==> src/design/tossp_pkg.sv <==
`default_nettype none
package tossp_pkg;

  localparam int GAIN_W = 18;
  localparam int TAB_N  = 32;

  localparam logic [2:0] CFG_RATE   = 3'd0;
  localparam logic [2:0] CFG_GAIN_0 = 3'd1;
  localparam logic [2:0] CFG_GAIN_1 = 3'd2;
  localparam logic [2:0] CFG_GAIN_2 = 3'd3;

  // A and B in units of 1e-4: entry rate*12 + row*4 + col, col 3 is B
  localparam int RAW_TAB [TAB_N] = '{
    9998, 995, 47, 1051,
    -47, 9858, 902, 1040,
    -902, -2752, 8055, 713,
    10000, 100, 0, 101,
    0, 9999, 99, 100,
    -99, -298, 9801, 97,
    0, 0, 0, 0, 0, 0, 0, 0
  };

  typedef struct packed {
    logic clr;
    logic load;
    logic step;
    logic msb;
  } mac_ctrl_t;

  typedef enum logic [3:0] {
    ST_IDLE  = 4'b0001,
    ST_LOAD  = 4'b0010,
    ST_MUL   = 4'b0100,
    ST_ROUND = 4'b1000
  } seq_state_t;

endpackage
`default_nettype wire

==> src/design/tossp_mac.sv <==
`default_nettype none
module tossp_mac #(
  parameter int SW = 32,
  parameter int CW = 18,
  parameter int F  = 16
) (
  input  wire logic                 clk,
  input  wire tossp_pkg::mac_ctrl_t ctrl,
  input  wire logic signed [CW-1:0] coef,
  input  wire logic signed [SW-1:0] x,
  output logic signed [SW-1:0]      res
);

  localparam int AW = SW + CW + 2;

  logic signed [AW-1:0] acc_r, acc_nxt;
  logic signed [AW-1:0] mc_r, mc_nxt;
  logic        [CW-1:0] cf_r, cf_nxt;
  logic signed [AW-1:0] addend;
  logic signed [AW-1:0] rnd;
  logic signed [AW-1:0] sh;

  always_comb begin
    addend = '0;
    if (cf_r[0]) begin
      addend = ctrl.msb ? -mc_r : mc_r;
    end
    acc_nxt = acc_r;
    mc_nxt  = mc_r;
    cf_nxt  = cf_r;
    if (ctrl.clr) begin
      acc_nxt = '0;
    end else if (ctrl.step) begin
      acc_nxt = acc_r + addend;
    end
    if (ctrl.load) begin
      mc_nxt = {{(AW-SW){x[SW-1]}}, x};
      cf_nxt = coef;
    end else if (ctrl.step) begin
      mc_nxt = mc_r <<< 1;
      cf_nxt = cf_r >> 1;
    end
  end

  always_ff @(posedge clk) begin
    acc_r <= acc_nxt;
    mc_r  <= mc_nxt;
    cf_r  <= cf_nxt;
  end

  always_comb begin
    rnd = acc_r + (AW'(1) <<< (F - 1));
    sh  = rnd >>> F;
    if ((&sh[AW-1:SW-1]) || !(|sh[AW-1:SW-1])) begin
      res = sh[SW-1:0];
    end else if (sh[AW-1]) begin
      res = {1'b1, {(SW-1){1'b0}}};
    end else begin
      res = {1'b0, {(SW-1){1'b1}}};
    end
  end

endmodule
`default_nettype wire

==> src/design/third_order_state_space_plant.sv <==
// Third-order state-space plant, bit-serial fixed point.
// Input channel (in_valid/in_ready) takes one drive sample u per beat.
// Result channel (out_valid/out_ready) gives one plant output y per beat.
// Configuration channel (cfg_valid/cfg_ready, cfg_index, cfg_data) is always
// ready: index 0 selects the 10 Hz or 100 Hz table, 1..2..3 set the output
// gains; other indexes are ignored. Write it only while the block is idle.
// Each sample runs 15 coefficient products through one shift-add unit,
// one coefficient bit per cycle; the coefficient width CW is
// max(18, COEF_FRAC_BITS+2). in_ready is high only while no sample is in
// work; one sample at a time.
// The output register holds y until taken; the next sample may be accepted
// meanwhile, and the block holds its final step while the register is full.
// Synchronous reset clears the state to zero, selects the 10 Hz table, sets
// gains to 1.0, 0, 0 and empties the output register.
`default_nettype none
module third_order_state_space_plant #(
  parameter int SAMPLE_WIDTH   = 32,
  parameter int COEF_FRAC_BITS = 16
) (
  input  wire logic                           clk,
  input  wire logic                           rst_n,
  input  wire logic                           in_valid,
  output logic                                in_ready,
  input  wire logic signed [SAMPLE_WIDTH-1:0] in_drive_sample,
  output logic                                out_valid,
  input  wire logic                           out_ready,
  output logic signed [SAMPLE_WIDTH-1:0]      out_plant_output,
  input  wire logic                           cfg_valid,
  output logic                                cfg_ready,
  input  wire logic [2:0]                     cfg_index,
  input  wire logic [tossp_pkg::GAIN_W-1:0]   cfg_data
);

  localparam int SW = SAMPLE_WIDTH;
  localparam int GW = tossp_pkg::GAIN_W;
  localparam int CW = (COEF_FRAC_BITS + 2 > GW) ? COEF_FRAC_BITS + 2 : GW;
  localparam int BW = $clog2(CW);

  typedef logic signed [CW-1:0] coef_tab_t [tossp_pkg::TAB_N];

  function automatic coef_tab_t build_tab();
    coef_tab_t t;
    longint    s;
    for (int i = 0; i < tossp_pkg::TAB_N; i++) begin
      s = longint'(tossp_pkg::RAW_TAB[i]) * (longint'(1) << COEF_FRAC_BITS);
      if (s >= 0) begin
        t[i] = CW'((s + 5000) / 10000);
      end else begin
        t[i] = CW'(-((-s + 5000) / 10000));
      end
    end
    return t;
  endfunction

  localparam coef_tab_t COEF_TAB = build_tab();

  tossp_pkg::seq_state_t state_r, state_nxt;
  logic [1:0]           row_r, row_nxt;
  logic [1:0]           col_r, col_nxt;
  logic [BW-1:0]        bit_r, bit_nxt;
  logic                 rate_r;
  logic signed [GW-1:0] gain_r [3];
  logic signed [SW-1:0] x_r [3];
  logic signed [SW-1:0] nw_r [3];
  logic signed [SW-1:0] u_r;
  logic signed [SW-1:0] y_r;
  logic                 out_valid_r;
  logic [4:0]           tab_idx;
  logic signed [CW-1:0] coef_sel;
  logic signed [SW-1:0] x_sel;
  logic signed [SW-1:0] mac_res;
  logic                 last_col;
  logic                 slot_free;
  tossp_pkg::mac_ctrl_t ctrl;

  assign in_ready         = (state_r == tossp_pkg::ST_IDLE);
  assign cfg_ready        = 1'b1;
  assign out_valid        = out_valid_r;
  assign out_plant_output = y_r;
  assign slot_free        = !out_valid_r || out_ready;
  assign last_col         = (row_r == 2'd3) ? (col_r == 2'd2) : (col_r == 2'd3);

  always_comb begin
    tab_idx = (rate_r ? 5'd12 : 5'd0) + {1'b0, row_r, col_r};
    if (row_r == 2'd3) begin
      coef_sel = CW'(gain_r[col_r]);
      x_sel    = x_r[col_r];
    end else begin
      coef_sel = COEF_TAB[tab_idx];
      x_sel    = (col_r == 2'd3) ? u_r : x_r[col_r];
    end
  end

  always_comb begin
    state_nxt = state_r;
    row_nxt   = row_r;
    col_nxt   = col_r;
    bit_nxt   = bit_r;
    ctrl      = '0;
    case (state_r)
      tossp_pkg::ST_IDLE: begin
        if (in_valid) begin
          ctrl.clr  = 1'b1;
          row_nxt   = 2'd0;
          col_nxt   = 2'd0;
          state_nxt = tossp_pkg::ST_LOAD;
        end
      end
      tossp_pkg::ST_LOAD: begin
        ctrl.load = 1'b1;
        bit_nxt   = '0;
        state_nxt = tossp_pkg::ST_MUL;
      end
      tossp_pkg::ST_MUL: begin
        ctrl.step = 1'b1;
        ctrl.msb  = (bit_r == BW'(CW - 1));
        bit_nxt   = bit_r + 1'b1;
        if (ctrl.msb) begin
          if (last_col) begin
            state_nxt = tossp_pkg::ST_ROUND;
          end else begin
            col_nxt   = col_r + 1'b1;
            state_nxt = tossp_pkg::ST_LOAD;
          end
        end
      end
      tossp_pkg::ST_ROUND: begin
        if (row_r != 2'd3) begin
          ctrl.clr  = 1'b1;
          row_nxt   = row_r + 1'b1;
          col_nxt   = 2'd0;
          state_nxt = tossp_pkg::ST_LOAD;
        end else if (slot_free) begin
          state_nxt = tossp_pkg::ST_IDLE;
        end
      end
      default: begin
        state_nxt = tossp_pkg::ST_IDLE;
      end
    endcase
  end

  always_ff @(posedge clk) begin
    if (!rst_n) begin
      state_r     <= tossp_pkg::ST_IDLE;
      row_r       <= '0;
      col_r       <= '0;
      bit_r       <= '0;
      out_valid_r <= 1'b0;
      rate_r      <= 1'b0;
      gain_r[0]   <= GW'(65536);
      gain_r[1]   <= '0;
      gain_r[2]   <= '0;
      x_r[0]      <= '0;
      x_r[1]      <= '0;
      x_r[2]      <= '0;
    end else begin
      state_r <= state_nxt;
      row_r   <= row_nxt;
      col_r   <= col_nxt;
      bit_r   <= bit_nxt;
      if (cfg_valid) begin
        case (cfg_index)
          tossp_pkg::CFG_RATE:   rate_r    <= cfg_data[0];
          tossp_pkg::CFG_GAIN_0: gain_r[0] <= cfg_data;
          tossp_pkg::CFG_GAIN_1: gain_r[1] <= cfg_data;
          tossp_pkg::CFG_GAIN_2: gain_r[2] <= cfg_data;
          default: begin
          end
        endcase
      end
      if (state_r == tossp_pkg::ST_ROUND && row_r == 2'd2) begin
        x_r[0] <= nw_r[0];
        x_r[1] <= nw_r[1];
        x_r[2] <= mac_res;
      end
      if (state_r == tossp_pkg::ST_ROUND && row_r == 2'd3 && slot_free) begin
        out_valid_r <= 1'b1;
      end else if (out_ready) begin
        out_valid_r <= 1'b0;
      end
    end
  end

  always_ff @(posedge clk) begin
    if (in_valid && in_ready) begin
      u_r <= in_drive_sample;
    end
    if (state_r == tossp_pkg::ST_ROUND && row_r != 2'd3) begin
      nw_r[row_r] <= mac_res;
    end
    if (state_r == tossp_pkg::ST_ROUND && row_r == 2'd3 && slot_free) begin
      y_r <= mac_res;
    end
  end

  tossp_mac #(
    .SW (SW),
    .CW (CW),
    .F  (COEF_FRAC_BITS)
  ) u_mac (
    .clk  (clk),
    .ctrl (ctrl),
    .coef (coef_sel),
    .x    (x_sel),
    .res  (mac_res)
  );

endmodule
`default_nettype wire

==> config.mk <==
export PLATFORM = sky130hd
export DESIGN_NAME = third_order_state_space_plant
export DESIGN_NICKNAME = d
export VERILOG_FILES = /design/src/design/tossp_pkg.sv /design/src/design/tossp_mac.sv /design/src/design/third_order_state_space_plant.sv
export SDC_FILE = /design/constraint.sdc
export NUM_CORES = 1
export LEC_CHECK = 0
export BUFFER_PORTS_ARGS = -buffer_cell sky130_fd_sc_hd__buf_4
export CELL_PAD_IN_SITES_DETAIL_PLACEMENT = 0
export CELL_PAD_IN_SITES_GLOBAL_PLACEMENT = 1
export CORE_ASPECT_RATIO = 0.8
export CORE_MARGIN = 3
export CORE_UTILIZATION = 45
export CTS_CLUSTER_DIAMETER = 60
export DETAILED_ROUTE_END_ITERATION = 10
export MAX_ROUTING_LAYER = met4
export PLACE_DENSITY = 0.78
export SLEW_MARGIN = 20
export SYNTH_ARGS = -nofsm -noshare
export SYNTH_HDL_FRONTEND = slang
export SYNTH_HIERARCHICAL = 1
export SYNTH_SLANG_ARGS = --single-unit
==> constraint.sdc <==
create_clock -name clk -period 6.5 [get_ports clk]
set_input_delay 0 -clock clk [delete_from_list [all_inputs] [get_ports clk]]
set_output_delay 0 -clock clk [all_outputs]
set_load 0.02 [all_outputs]
==> results.md <==
* Hold Path Class: input pin to flip-flop
* Site row count at 72
* Most common cell after layout, fill and taps aside: edfxtp_1
* Post-CTS Setup Bufs at 0
* Worst r2r dst: u_mac/acc_r[51]$_SDFFE_PP0P_
* Ys async rst share at 0
* Register bit total from synthesis at 417
* Final wirelength at 58.7 mm
* Die X at 255 um
* Yosys top cell by area: edfxtp_1
* Largest net degree at the start of global routing at 97
* Clock Path Buffers at 3
* Clock Sink Count at 417
* Lkg Pwr at 9.12 nW
* CP max FO at 6
* Worst EP required at 6950 ps
* Seq/Total Area, Yosys at 0.529
* Top cells by area, synth: edfxtp_1 (47%), dfxtp_1 (6.2%), mux2i_1 (3.8%), ha_1 (3.7%), and2_1 (3.7%)
* Antenna violations before repair at 0
* Global-route wire length before repair at 90.9 mm
* Nets at 2317
* Vias per std cell at 5.65
* # setup viols final at 0
* # IOs at 93
* Synthesized net count at 2208
* Pins Over Slew Limit at 0
* Port Buffers at 91
* Mean Syn Cell Area at 10.7 um2
* Core region area at 48700 um2
* Worst-path clk slew at 60 ps
* Synth-to-Final Area Change at 15.2%
* CP Launch Type: flip-flop
* Setup CP Type: flip-flop to flip-flop
* Die Height at 205 um
* Later-pin clock latency in the skew report at 580 ps
* Critical path's slowest cell: a211oi_1
* H-tree Lvls at 2
* Compound-Gate Fraction of Synth Area at 0.125
* Syn Inst Count at 2081
* Clock skew at 19.6 ps
* Minimum clock period at 5910 ps
* Routed vias at 16.3k
* CTS Hold Bufs at 58
* Non-filler cells, final at 2892
* Least-Margin Pin Slew at 1100 ps
* Max rail drop VDD at 0.170 mV
* Final hold viol count at 0
* Share of layout cells above drive strength 1 at 0.123
* Crit share post-route at 0.909
* Crit path DAT at 6360 ps
* Post-Synth Simple-Gate Area at 0.159
* Post-Syn Area at 22400 um2
* Slew Limit Headroom at 0.265
* Max-cap violations at 0
* Synth Area in Adders at 0.0393
* Worst r2r src: u_mac/mc_r[0]$_SDFFCE_PN0P_
* Total negative setup slack at 0 ps
* Placer Congestion at 0.899
* Post-synthesis mux area share at 0.0682
* Resized Gates After CTS at 0
* Hold path start: cfg_index[1]
* Remaining DRCs at 0
* Hold path endpoint: gain_r[1][0]$_DFFE_PP_
* Crit path cell chain: inv_1 > ha_1 > nor2b_1 > nand3_1 > or4_1 > nor2_1 > nand3_1 > or4_1 > o21ai_0 > xor2_1 > nor2_1 > ha_1 > nand3_1 > nor4_1 > o211ai_1 > a211oi_1 > nor3_1 > o21ai_1 > nand4_1 > nand3_1 > mux2_2
* Number of synthesized flops with an enable pin at 348
* Hpwl dp at 41.0 mm
* DRT antenna net count at 0
* Initial DRC count at 1459
* Pwr dens at 229 nW/um2
* Vias in the first global route at 15.7k
* Outcome: complete, no violations
* Top-area cell type share of the netlist area at 0.467
* R2R cell count at 21
* Clock root cell: clkbuf_16
* Cells after DPL at 2752
* Fmax at 0.169 GHz
* Yosys warning count at 6
* Netlist cell types at 84
* Post-Synth XOR/XNOR Area at 0.0478
* Total CTS buffers at 44
* Overall power at 5.90 mW
* GRT Residual Overflow at 0
* Crit. End Element: flip-flop
* Most frequent CP cell: nand3_1
* Hold WS at 74.4 ps
* R2R setup slack at 590 ps
* Starting Density at 0.459
* DR WL/cell at 20.3 um
* Die area at 52400 um2
* Slowest stage delay, CP at 640 ps
* Top_reg_cell synth: edfxtp_1
* Main combinational cell family by area after synthesis: simple AND/OR/NAND/NOR gates
* DR pass1 iterations at 7
* RSZ-0062 raised after global routing: false
* GRT Util Overall at 0.232
* Ant diodes at 0
* Hold path depth at 4
* Most frequent cells in the layout: edfxtp_1 (348), nor2_1 (180), o21ai_0 (161)
* CTS tree: built
metrics by stage:
step                cell area [um2]  utilization  setup slack, ps
global placement              23600        0.485              842
global route                  25800        0.529              224
floorplan                     22400            -             1720
CTS                           25800        0.529              692
detailed placement            23700        0.486              773
finish                        25800        0.529              592
layer usage:
metal | up-vias | wire length, um | share of wire | track usage
met3 | 73 | 3660 | 0.062 | 0.0342
met5 | - | 0 | 0 | -
met1 | 7933 | 28200 | 0.48 | 0.334
met2 | 505 | 25800 | 0.44 | 0.348
li1 | 7818 | - | - | -
met4 | 0 | 1050 | 0.018 | 0.0511
registers in the layout, summed over array words and instances, names as in the netlist, 4 cells and up, named ones only:
| register | flops |
|---|---|
| nw_r | 64 |
| out_plant_output | 32 |
| gain_r | 54 |
| u_mac/mc_r | 52 |
| u_mac/cf_r | 18 |
| u_r | 32 |
| x_r | 96 |
| state_r | 4 |
| bit_r | 5 |
| u_mac/acc_r | 52 |
cell families after synthesis:
| logic type | count (synthesis) |
|---|---|
| other | 1 |
| multiplexers | 143 |
| AND/OR/NAND/NOR | 695 |
| XOR/XNOR | 122 |
| flip-flops | 417 |
| buffers and inverters | 176 |
| adder cells (fa/ha/maj) | 69 |
| AO/OA/AOI/OAI | 458 |
report_power, final:
| group | internal [mW] | switching [mW] |
|---|---|---|
| Sequential | 2.98 | 0.0400 |
| Combinational | 0.124 | 0.185 |
| Clock | 1.51 | 1.06 |
| Total | 4.61 | 1.29 |
final cells by class:
| class | count | area (um2) |
|---|---|---|
| Fill cell | 4266 | 23000 |
| Sequential cell | 417 | 11800 |
| Multi-Input combinational cell | 1488 | 9870 |
| Timing Repair Buffer | 178 | 1520 |
| Clock buffer | 59 | 1240 |
| Tap cell | 666 | 833 |
| Clock inverter | 23 | 230 |
| Inverter | 61 | 230 |
worst max-delay path by stage:
stage / startpoint / end / slack [ps] / cells past startpoint
after global routing: u_mac/mc_r[0]$_SDFFCE_PN0P_ / u_mac/acc_r[51]$_SDFFE_PP0P_ / 220 / 21
after floorplan: u_mac/mc_r[15]$_DFFE_PP_ / u_mac/acc_r[51]$_SDFFE_PP0P_ / 1720 / 19
final: u_mac/mc_r[0]$_SDFFCE_PN0P_ / u_mac/acc_r[51]$_SDFFE_PP0P_ / 590 / 21
after detailed placement: u_mac/mc_r[0]$_SDFFCE_PN0P_ / u_mac/acc_r[51]$_SDFFE_PP0P_ / 770 / 21
after CTS: u_mac/mc_r[0]$_SDFFCE_PN0P_ / u_mac/acc_r[51]$_SDFFE_PP0P_ / 690 / 21
after global placement: u_mac/mc_r[0]$_SDFFCE_PN0P_ / u_mac/acc_r[51]$_SDFFE_PP0P_ / 840 / 21
cells in the mapped netlist, drive strengths merged, types with 4 or more instances:
master     n
edfxtp   348
nor2     184
o21ai    165
nand2    146
and2     132
a21oi    119
clkbuf   100
mux2i     86
dfxtp     69
ha        67
xor2      66
inv       58
xnor2     56
mux2      55
nand3     47
nand2b    38
nor3      28
a21o      22
o31ai     21
nand4     20
a211oi    17
nor2b     17
buf       15
or4       15
o211ai    14
o22ai     14
and3      12
nor4      10
o21a       9
o31a       9
a22oi      8
nor3b      8
or3        8
a31oi      7
o41ai      7
nand3b     6
or2        6
and4       5
o21bai     5
a211o      4
nand4b     4
o2111ai    4
o211a      4
critical path, delay by kind of cell (launching register included):
| family | cells | cell delay [ps] |
|---|---|---|
| compound gates | 4 | 1460 |
| xor+xnor | 1 | 170 |
| fa+ha+maj | 2 | 580 |
| buf+inv | 1 | 120 |
| flops | 1 | 400 |
| mux | 1 | 330 |
| simple gates | 12 | 2710 |
Note: power is estimated with default switching activity, not from simulation.
